File: config.mk
export PLATFORM = sky130hd
export DESIGN_NAME = signed_decimal_parser_top
export DESIGN_NICKNAME = d
export VERILOG_FILES = /design/src/rtl/sdp_pkg.sv /design/src/rtl/signed_decimal_parser_top.sv /design/src/rtl/sdp_step.sv
export SDC_FILE = /design/constraint.sdc
export NUM_CORES = 1
export LEC_CHECK = 0
export ABC_AREA = 1
export BUFFER_PORTS_ARGS = -buffer_cell sky130_fd_sc_hd__buf_2
export CORE_ASPECT_RATIO = 1.25
export CORE_MARGIN = 3
export CORE_UTILIZATION = 45
export CTS_CLUSTER_SIZE = 20
export DETAILED_ROUTE_END_ITERATION = 10
export PLACE_DENSITY = 0.6
export SYNTH_ARGS = -nofsm -noshare
export SYNTH_HDL_FRONTEND = slang
export SYNTH_SLANG_ARGS = --single-unit
export TNS_END_PERCENT = 100
File: constraint.sdc
create_clock -name clk -period 10.8 [get_ports clk]
set_input_delay 1.62 -clock clk [delete_from_list [all_inputs] [get_ports clk]]
set_output_delay 1.62 -clock clk [all_outputs]
set_load 0.01 [all_outputs]
File: src/rtl/sdp_pkg.sv
// ----------------------------------------------------------------------------
// sdp_pkg
// Shared types and character constants for the signed decimal parser.
// ----------------------------------------------------------------------------
package sdp_pkg;

  typedef enum logic [1:0] {
    PH_SPACE,
    PH_SIGN,
    PH_DIGITS,
    PH_DONE
  } sdp_phase_t;

  // what one parse step asks of the result register
  typedef struct packed {
    logic emit;
    logic ok;
  } sdp_res_t;

  localparam logic [7:0] CH_SPACE = 8'h20;
  localparam logic [7:0] CH_TAB   = 8'h09;
  localparam logic [7:0] CH_CR    = 8'h0D;
  localparam logic [7:0] CH_PLUS  = 8'h2B;
  localparam logic [7:0] CH_COMMA = 8'h2C;
  localparam logic [7:0] CH_MINUS = 8'h2D;
  localparam logic [7:0] CH_ZERO  = 8'h30;
  localparam logic [7:0] CH_NINE  = 8'h39;

  localparam int unsigned VALUE_W = 32;
  localparam int unsigned BASE_W  = 16;

endpackage

File: src/rtl/signed_decimal_parser_top.sv
// ----------------------------------------------------------------------------
// signed_decimal_parser_top
// Parses a signed decimal integer from a byte stream, one character an item.
// ----------------------------------------------------------------------------
// Path: an accepted character passes through the input register, then the parse
// step into the result register.
// Throughput: one character per cycle unless the output stalls; the multiply-by-ten
// shift-add and the sign negation sit in the single step between the two registers.
// Reset: synchronous rst clears the pipeline valids and parse state; the next
// item starts a new string.
module signed_decimal_parser_top import sdp_pkg::*; #(
  parameter int unsigned INDEX_WIDTH = 16
) (
  input  logic                              clk,
  input  logic                              rst,
  input  logic                              s_axis_tvalid,
  output logic                              s_axis_tready,
  input  logic [23:0]                       s_axis_tdata,  // char_byte[7:0], base_index[23:8]
  input  logic                              s_axis_tlast,  // last_char
  output logic                              m_axis_tvalid,
  input  logic                              m_axis_tready,
  output logic [((32+INDEX_WIDTH+7)/8)*8-1:0] m_axis_tdata, // parsed_value, end_index, zero pad
  output logic                              m_axis_tuser   // parse_ok
);

  localparam int unsigned OUT_W = ((32 + INDEX_WIDTH + 7) / 8) * 8;
  localparam int unsigned PAD_W = OUT_W - VALUE_W - INDEX_WIDTH;

  // input register
  logic                   in_valid;
  logic [7:0]             in_byte;
  logic                   in_last;
  logic [BASE_W-1:0]      in_base;

  // parse state
  sdp_phase_t             phase;
  logic [VALUE_W-1:0]     acc;
  logic                   neg;
  logic [INDEX_WIDTH-1:0] pos;
  logic                   first;

  sdp_phase_t             phase_next;
  logic [VALUE_W-1:0]     acc_next;
  logic                   neg_next;
  logic [INDEX_WIDTH-1:0] pos_next;
  logic                   first_next;
  sdp_res_t               res;
  logic [VALUE_W-1:0]     value;
  logic [INDEX_WIDTH-1:0] end_idx;

  // result register
  logic                   out_valid;
  logic [VALUE_W-1:0]     out_value;
  logic [INDEX_WIDTH-1:0] out_end;
  logic                   out_ok;

  logic                   step_en;

  assign step_en       = in_valid && (!out_valid || m_axis_tready);
  assign s_axis_tready = !in_valid || step_en;

  sdp_step #(
    .INDEX_WIDTH(INDEX_WIDTH)
  ) u_step (
    .char_byte (in_byte),
    .last_char (in_last),
    .base_index(in_base),
    .phase     (phase),
    .acc       (acc),
    .neg       (neg),
    .pos       (pos),
    .first     (first),
    .phase_next(phase_next),
    .acc_next  (acc_next),
    .neg_next  (neg_next),
    .pos_next  (pos_next),
    .first_next(first_next),
    .res       (res),
    .value     (value),
    .end_idx   (end_idx)
  );

  always_ff @(posedge clk) begin
    if (rst) begin
      in_valid <= 1'b0;
    end else if (s_axis_tready) begin
      in_valid <= s_axis_tvalid;
    end
    if (s_axis_tready && s_axis_tvalid) begin
      in_byte <= s_axis_tdata[7:0];
      in_base <= s_axis_tdata[23:8];
      in_last <= s_axis_tlast;
    end
  end

  always_ff @(posedge clk) begin
    if (rst) begin
      phase <= PH_SPACE;
      acc   <= '0;
      neg   <= 1'b0;
      pos   <= '0;
      first <= 1'b1;
    end else if (step_en) begin
      phase <= phase_next;
      acc   <= acc_next;
      neg   <= neg_next;
      pos   <= pos_next;
      first <= first_next;
    end
  end

  always_ff @(posedge clk) begin
    if (rst) begin
      out_valid <= 1'b0;
    end else if (!out_valid || m_axis_tready) begin
      out_valid <= step_en && res.emit;
    end
    if (step_en && res.emit) begin
      out_value <= value;
      out_end   <= end_idx;
      out_ok    <= res.ok;
    end
  end

  assign m_axis_tvalid = out_valid;
  assign m_axis_tdata  = {{PAD_W{1'b0}}, out_end, out_value};
  assign m_axis_tuser  = out_ok;

endmodule

File: src/rtl/sdp_step.sv
// ----------------------------------------------------------------------------
// sdp_step
// One parse step: takes the current parse state and one character, gives
// the next state and, when the parse ends, the result.
// ----------------------------------------------------------------------------
module sdp_step import sdp_pkg::*; #(
  parameter int unsigned INDEX_WIDTH = 16
) (
  input  logic [7:0]             char_byte,
  input  logic                   last_char,
  input  logic [BASE_W-1:0]      base_index,
  input  sdp_phase_t             phase,
  input  logic [VALUE_W-1:0]     acc,
  input  logic                   neg,
  input  logic [INDEX_WIDTH-1:0] pos,
  input  logic                   first,
  output sdp_phase_t             phase_next,
  output logic [VALUE_W-1:0]     acc_next,
  output logic                   neg_next,
  output logic [INDEX_WIDTH-1:0] pos_next,
  output logic                   first_next,
  output sdp_res_t               res,
  output logic [VALUE_W-1:0]     value,
  output logic [INDEX_WIDTH-1:0] end_idx
);

  localparam logic [32:0] IDX_MAX_W = (33'd1 << INDEX_WIDTH) - 33'd1;
  localparam logic [INDEX_WIDTH-1:0] IDX_MAX = '1;

  sdp_phase_t             ph;
  logic [VALUE_W-1:0]     acc_cur;
  logic                   neg_cur;
  logic [INDEX_WIDTH-1:0] pos_cur;
  logic [INDEX_WIDTH-1:0] pos_adv;
  logic [INDEX_WIDTH-1:0] base_sat;
  logic                   is_space;
  logic                   is_digit;
  logic                   is_sign;
  logic [VALUE_W-1:0]     digit;
  logic [VALUE_W-1:0]     acc_mac;

  always_comb begin
    if ({17'd0, base_index} > IDX_MAX_W) begin
      base_sat = IDX_MAX;
    end else begin
      base_sat = INDEX_WIDTH'(base_index);
    end
  end

  // a new string starts from a clean state at its base index
  assign ph      = first ? PH_SPACE : phase;
  assign acc_cur = first ? '0 : acc;
  assign neg_cur = first ? 1'b0 : neg;
  assign pos_cur = first ? base_sat : pos;
  assign pos_adv = (pos_cur == IDX_MAX) ? pos_cur : pos_cur + 1'b1;

  assign is_space = (char_byte == CH_SPACE) || (char_byte >= CH_TAB && char_byte <= CH_CR);
  assign is_digit = (char_byte >= CH_ZERO) && (char_byte <= CH_NINE);
  assign is_sign  = (char_byte == CH_PLUS) || (char_byte == CH_MINUS);
  assign digit    = {{(VALUE_W-4){1'b0}}, char_byte[3:0]};
  // acc * 10 + d as shift-add
  assign acc_mac  = (acc_cur << 3) + (acc_cur << 1) + digit;

  assign first_next = last_char;

  always_comb begin
    phase_next = ph;
    acc_next   = acc_cur;
    neg_next   = neg_cur;
    pos_next   = pos_cur;
    res        = '0;
    unique case (ph)
      PH_SPACE: begin
        if (is_space) begin
          pos_next = pos_adv;
          if (last_char) begin
            res.emit   = 1'b1;
            phase_next = PH_DONE;
          end
        end else if (is_sign) begin
          neg_next   = (char_byte == CH_MINUS);
          phase_next = PH_SIGN;
          pos_next   = pos_adv;
          if (last_char) begin
            res.emit   = 1'b1;
            phase_next = PH_DONE;
          end
        end else if (is_digit) begin
          acc_next   = digit;
          phase_next = PH_DIGITS;
          pos_next   = pos_adv;
          if (last_char) begin
            res.emit   = 1'b1;
            res.ok     = 1'b1;
            phase_next = PH_DONE;
          end
        end else begin
          res.emit   = 1'b1;
          phase_next = PH_DONE;
        end
      end
      PH_SIGN: begin
        if (is_digit) begin
          acc_next   = digit;
          phase_next = PH_DIGITS;
          pos_next   = pos_adv;
          if (last_char) begin
            res.emit   = 1'b1;
            res.ok     = 1'b1;
            phase_next = PH_DONE;
          end
        end else begin
          res.emit   = 1'b1;
          phase_next = PH_DONE;
        end
      end
      PH_DIGITS: begin
        if (is_digit || char_byte == CH_COMMA) begin
          if (is_digit) begin
            acc_next = acc_mac;
          end
          pos_next = pos_adv;
          if (last_char) begin
            res.emit   = 1'b1;
            res.ok     = 1'b1;
            phase_next = PH_DONE;
          end
        end else begin
          // stop byte, not consumed
          res.emit   = 1'b1;
          res.ok     = 1'b1;
          phase_next = PH_DONE;
        end
      end
      PH_DONE: begin
      end
      default: begin
      end
    endcase
  end

  // failure reports zeros
  assign value   = !res.ok ? '0 : (neg_next ? (VALUE_W'(0) - acc_next) : acc_next);
  assign end_idx = !res.ok ? '0 : pos_next;

endmodule

# Word level (Yosys, flattened, before mapping)
# Index checks and enable logic that the tools add are counted.
[totals]
regBits = 128
inputBits = 29
out_inout_bits = 51
wordCells = 79
[classes]
add_sub_neg = 4
magnitude_cmp = 4
n_eq_ne = 7
n_mux = 38
n_reduce_logical = 13
[op_table]
columns = ["cell", "count"]
rows = [
  ["2-to-1 mux 32 bit", 7],
  ["2-to-1 mux 16 bit", 6],
  ["case mux 32 bit (3 select lines)", 1],
  ["case mux 16 bit (3 select lines)", 1],
  ["adder 32 bit", 1],
  ["adder 32 x 4 -> 32 bit", 1],
  ["== test 8 x 6 -> 1 bit, second input constant", 4],
  ["subtractor 1 x 32 -> 32 bit, first input constant", 1],
  ["2-to-1 mux 2 bit", 9],
  ["adder 16 x 1 -> 16 bit, second input constant", 1],
  ["== test 16 bit, second input constant", 1],
  ["2-to-1 mux 1 bit", 12],
  ["case mux 2 bit (3 select lines)", 2],
  [">= comparator 8 x 4 -> 1 bit, second input constant", 1],
  [">= comparator 8 x 6 -> 1 bit, second input constant", 1],
  ["<= comparator 8 x 4 -> 1 bit, second input constant", 1],
  ["<= comparator 8 x 6 -> 1 bit, second input constant", 1],
  ["logical AND 1 bit", 5],
  ["logical OR 1 bit", 5],
  ["== test 2 x 1 -> 1 bit, second input constant", 1],
  ["== test 2 bit, second input constant", 1],
  ["logical NOT 1 bit", 2],
  ["logical NOT 2 bit", 1],
]

# Logic depth before layout (Yosys ltp)
[depth]
depth_word = 8
ltp_mapped = 28
mapped_depth_nobuf = 28

# Cells and area by module
# Synthesis repeated with hierarchy kept, for this count alone.
[unflattened]
hier_cells = 1741
area_unflattened_um2 = 11212.0
[modules_own_cells]
columns = ["module", "instances", "cells_each", "area_each_um2", "seq_area_each_um2"]
rows = [
  ["sdp_step", 1, 1312, 6334.8, 0.0],
  ["signed_decimal_parser_top", 1, 429, 4877.2, 3303.2],
]

# Least setup slack after synthesis
# No wires, ideal clock.
[synth_path]
path_type = "input to register"
from = "input m_axis_tready"
to = "register out_ok (netlist: m_axis_tuser) (enable)"
setup_ns = 0.403
arrival_ns = 3.468
required_ns = 10.397
setup_slack_ns = 6.929
cell_stages = 8
n_path_buf = 2
cell_sequence = "inv_1 -> nand2_1 -> nand2_1 -> inv_1 -> clkbuf_1 -> clkbuf_1 -> nand2_1 -> inv_1"
[synth_via]
elab_chain_cells = 3
[synth_lines]
columns = ["element", "line", "source"]
rows = [
  ["start: declaration", "signed_decimal_parser_top.sv:21", "input logic m_axis_tready,"],
  ["logical OR 1 bit", "signed_decimal_parser_top.sv:59", "assign step_en = in_valid && (!out_valid || m_axis_tready);"],
  ["logical AND 1 bit", "signed_decimal_parser_top.sv:59", ""],
  ["logical AND 1 bit", "signed_decimal_parser_top.sv:118", "if (step_en && res.emit) begin"],
  ["end signal: assignment", "signed_decimal_parser_top.sv:121", "out_ok <= res.ok;"],
  ["end: declaration", "signed_decimal_parser_top.sv:55", "logic out_ok;"],
]
# No other way between the ends.
# A chain may end at the register's enable or synchronous reset.

# Worst setup path in the final report
[layout_path]
from = "register first"
to = "register out_value[19] (data pin)"
[layout_via]
elab_chain_cells = 8
elab_cells_between_ends = 20
classes_between = "add/sub: 3; eq/ne: 2; mux: 14; reduce/logical: 1"
[layout_lines]
columns = ["element", "line", "source"]
rows = [
  ["start: declaration", "signed_decimal_parser_top.sv:40", "logic first;"],
  ["start signal: assignment", "signed_decimal_parser_top.sv:108", "first <= first_next;"],
  ["2-to-1 mux 32 bit", "sdp_step.sv:52", "assign acc_cur = first ? '0 : acc;"],
  ["adder 32 bit", "sdp_step.sv:62", "assign acc_mac = (acc_cur << 3) + (acc_cur << 1) + digit;"],
  ["adder 32 x 4 -> 32 bit", "sdp_step.sv:62", ""],
  ["2-to-1 mux 32 bit", "sdp_step.sv:119", "if (is_digit) begin"],
  ["2-to-1 mux 32 bit", "sdp_step.sv:118", "if (is_digit || char_byte == CH_COMMA) begin"],
  ["case mux 32 bit (3 select lines)", "sdp_step.sv:72", "unique case (ph)"],
  ["subtractor 1 x 32 -> 32 bit", "sdp_step.sv:143", "assign value = !res.ok ? '0 : (neg_next ? (VALUE_W'(0) - acc_next) : acc_next);"],
  ["2-to-1 mux 32 bit", "sdp_step.sv:143", ""],
  ["end signal: assignment", "signed_decimal_parser_top.sv:119", "out_value <= value;"],
  ["end: declaration", "signed_decimal_parser_top.sv:53", "logic [VALUE_W-1:0] out_value;"],
]
# Several ways; a longest one is shown, not always the timed one.

==> summary.txt <==
Result of the run = finished, final reports clean
CP Capture Type = flop
Setup Fix Bufs, Post-CTS = 0
Post-route cell area = 11700 um^2
Mean number of vias per cell = 5.29
Crit path cell chain = buf_4 > inv_2 > nand2_1 > xor2_1 > inv_1 > ha_1 > o21bai_1 > ha_1 > nand2_1 > nor2_1 > nand2_1 > nand3_1 > nand2_1 > nand3_1 > nand3_1 > o21ai_1 > nand2_1 > nor2_2 > nand3_2 > nor2_1 > nand2_1 > nand2_1 > xor2_1 > nor2_1
Routed Wire Length = 32100 um
Number of library cell types mapped by synthesis = 55
Most frequently used cell type in the post-synthesis netlist = nand2_1
Fin util = 50.7%
Initial core utilization = 45.8%
Power per unit of standard cell area = 109 nW/um^2
Cell type with the highest aggregate area in the netlist = edfxtp_1
Total clock buffers created by CTS = 17
Achievable frequency = 195 MHz
Total negative slack = 0 ns
Maximum ir drop on the vdd rail = 0.000106 V
Max transition margin = 27.4%
Post-synth top area share = 21.1%
Total vias in the final route = 10500
Number of warning messages in the yosys log = 0
Synthesis-stage register bit count = 128
Count of hold buffers inserted by post-cts repair = 0
Critical path buffer and inverter count = 3
Classification of the worst setup path = reg -> reg
Number of instances in the synthesized netlist = 1625
Primary FF master, synth = edfxtp_1
Total half-perimeter wirelength after legalization and detailed placement = 24500 um
Register clock-pin slew on the reported worst setup and hold paths = 0.07 ns
Area post-placement = 11100 um^2
Global-route wire length before repair = 51400 um
GR Overflow Total = 0
DR DRC count = 0
Std-Cell Core Area = 23000 um^2
Cell with the biggest individual delay on the critical path = dfxtp_2
Count of max-cap constraint violations = 0
Cell repeated most along the worst path = nand2_1
Leakage Power = 6.17 nW
Worst-margin pin slew = 1.09 ns
Antenna diode instance count = 0
Die boundary width = 143 um
Area added between synthesis and finish = 10.7%
Clock latency on the worst-skew pair = 0.43 ns
Cells taking the most area after synthesis = edfxtp_1 21%, nand2_1 16%, dfxtp_1 10%
TritonCTS clock tree = yes
Die extent in y = 177 um
Worst-case clock buffer depth = 2
Clock period minus final worst setup slack = 5.12 ns
Boundary pin count = 80
Largest delay share family, worst path = simple AND/OR/NAND/NOR gates
Maximum number of pins on one net before global-route repair = 59
# nets final = 1776
Fill count = 2361
Worst path max stage delay = 0.95 ns
Post-synth net total = 1715
Type of the tightest min-delay check = reg -> reg
Global-route usage over all layers = 25.7%
Final Cycle Share = 47.4%
Vias in the first global route = 10200
Critical Path Start Type = flop
Commonest cells post-synth = 458 x nand2_1, 273 x inv_1, 166 x nor2_1
Total power = 0.00127 W
Share of synthesized flip-flops with an asynchronous set or reset = 0%
Cell area after synthesis = 10600 um^2
Setup violations, final = 0
Setup Skew = 0.0171 ns
Number of flops mapped to enable cells by yosys = 74
Biggest fanout along the worst timing path = 50
Signal arrival time at the worst endpoint = 5.27 ns
Number of H-tree levels = 4
Final weighted congestion in routability-driven placement = 0.979
Mean routed wirelength per cell = 16.2 um
Count of buffers inserted at the top-level ports = 79
Clock sink count = 128
Average instance area after synthesis = 6.49 um^2
Placed insts = 1955
Drt initial violations = 672
Unrepaired setup endpoints after global routing = false
Req. time, crit path = 10.95 ns
Fin. max-slew vios = 0
Register area share after synthesis = 31.3%
Post-route non-filler standard cell count = 1987
Number of rows in the core area = 62
Clock tree root driver cell = clkbuf_16
Share of layout cells above drive strength 1 = 10.8%
Length of the first detailed-routing pass in iterations = 5
Antenna violations before repair = 0
Area of the die = 25300 um^2
Number of hold-slack violations in the final timing report = 0
Remaining number of nets flagged by the antenna check after routing = 0
Number of gates resized after CTS = 0
==> cell type report <==
type	count	area (um^2)	share of cell area, %
Sequential cell	128	3300	28.3
Inverter	284	1070	9.13
Multi-Input combinational cell	1167	5940	50.9
Clock buffer	21	460	3.94
Timing Repair Buffer	88	463	3.96
Clock inverter	11	83.8	0.718
Tap cell	288	360	3.09
==> routing by layer <==
layer / vias to the layer above / part of all wire [%] / GRT usage, % / wire, um
met5: - / 0 / 0 / 0
met4: 0 / 4.8 / 12.6 / 1530
met3: 79 / 3.1 / 3.08 / 984
met2: 233 / 53 / 48.6 / 17100
met1: 4820 / 39 / 27.9 / 12500
li1: 5386 / - / - / -
==> worst register-to-register path: stages (launching register included) <==
cell,delay [ns]
dfxtp_2,0.95
buf_4,0.42
inv_2,0.17
nand2_1,0.25
xor2_1,0.17
inv_1,0.06
ha_1,0.18
o21bai_1,0.16
ha_1,0.40
nand2_1,0.07
nor2_1,0.19
nand2_1,0.10
nand3_1,0.19
nand2_1,0.08
nand3_1,0.10
nand3_1,0.09
o21ai_1,0.20
nand2_1,0.16
nor2_2,0.19
nand3_2,0.13
nor2_1,0.19
nand2_1,0.08
nand2_1,0.07
xor2_1,0.18
nor2_1,0.06
==> sequential cells by signal, summed over array words and instances, names as in the netlist <==
signal and cells:
acc 32, out_value 32, in_base 16, out_end 16
pos 16, in_byte 8, phase 2, first 1
in_last 1, in_valid 1, m_axis_tuser 1, m_axis_tvalid 1
neg 1
==> placed cells by master, fill, tap and decap left out, types with 4 or more instances in the layout <==
| cell type | synthesis | routed |
|---|---|---|
| or2_2 | 5 | 5 |
| ha_1 | 60 | 60 |
| or2_1 | 4 | 4 |
| buf_4 | 0 | 9 |
| nor2_1 | 166 | 166 |
| nor2_4 | 8 | 8 |
| a31oi_1 | 4 | 4 |
| a21oi_1 | 108 | 107 |
| nand3_1 | 115 | 115 |
| o21ai_2 | 5 | 5 |
| nand3_2 | 5 | 5 |
| nand2_2 | 11 | 11 |
| o21ai_0 | 87 | 87 |
| nand2_1 | 458 | 458 |
| o31ai_1 | 4 | 4 |
| o211ai_1 | 8 | 8 |
| buf_2 | 12 | 79 |
| inv_2 | 10 | 11 |
| dfxtp_1 | 54 | 53 |
| nor2_2 | 7 | 7 |
| edfxtp_1 | 74 | 74 |
| clkbuf_16 | 0 | 17 |
| nand4_1 | 35 | 35 |
| nand3b_1 | 8 | 8 |
| inv_1 | 273 | 272 |
| xor2_1 | 9 | 9 |
| o21ai_1 | 22 | 22 |
| clkinvlp_4 | 0 | 4 |
==> final timing paths <==
kind / slack [ns] / end / startpoint / cells past startpoint
setup / recovery: 5.68 / out_value[19] / first / 24
hold / removal: 0.49 / pos[13] / pos[13] / 2
setup reg to reg: 5.68 / out_value[19] / first / 24
hold reg to reg: 0.49 / pos[13] / pos[13] / 2
==> report_power, final <==
part | internal, W | switching (W) | total, W | leakage (nW)
logic | 0.0000491 | 0.000112 | 0.000162 | 4.73
registers | 0.000542 | 0.0000133 | 0.000556 | 1.19
clock network | 0.000308 | 0.000248 | 0.000556 | 0.256
==> cells by family after synthesis <==
kind of cell | count (synthesis) | share of synthesized area [%]
AO/OA/AOI/OAI | 258 | 13.5
XOR/XNOR | 10 | 0.830
adder cells (fa/ha/maj) | 61 | 7.30
buffers and inverters | 330 | 12.5
flip-flops | 128 | 31.3
multiplexers | 2 | 0.190
AND/OR/NAND/NOR | 836 | 34.4
==> stage by stage <==
step | worst slack, ns | hold slack, ns
3_3_place_gp | 5.82 | 0.476
5_1_grt | 5.16 | 0.524
4_1_cts | 5.70 | 0.494
2_1_floorplan | 6.93 | 0.459
3_5_place_dp | 5.74 | 0.483
6_report | 5.68 | 0.494
Power figures use the tool's default switching activity.
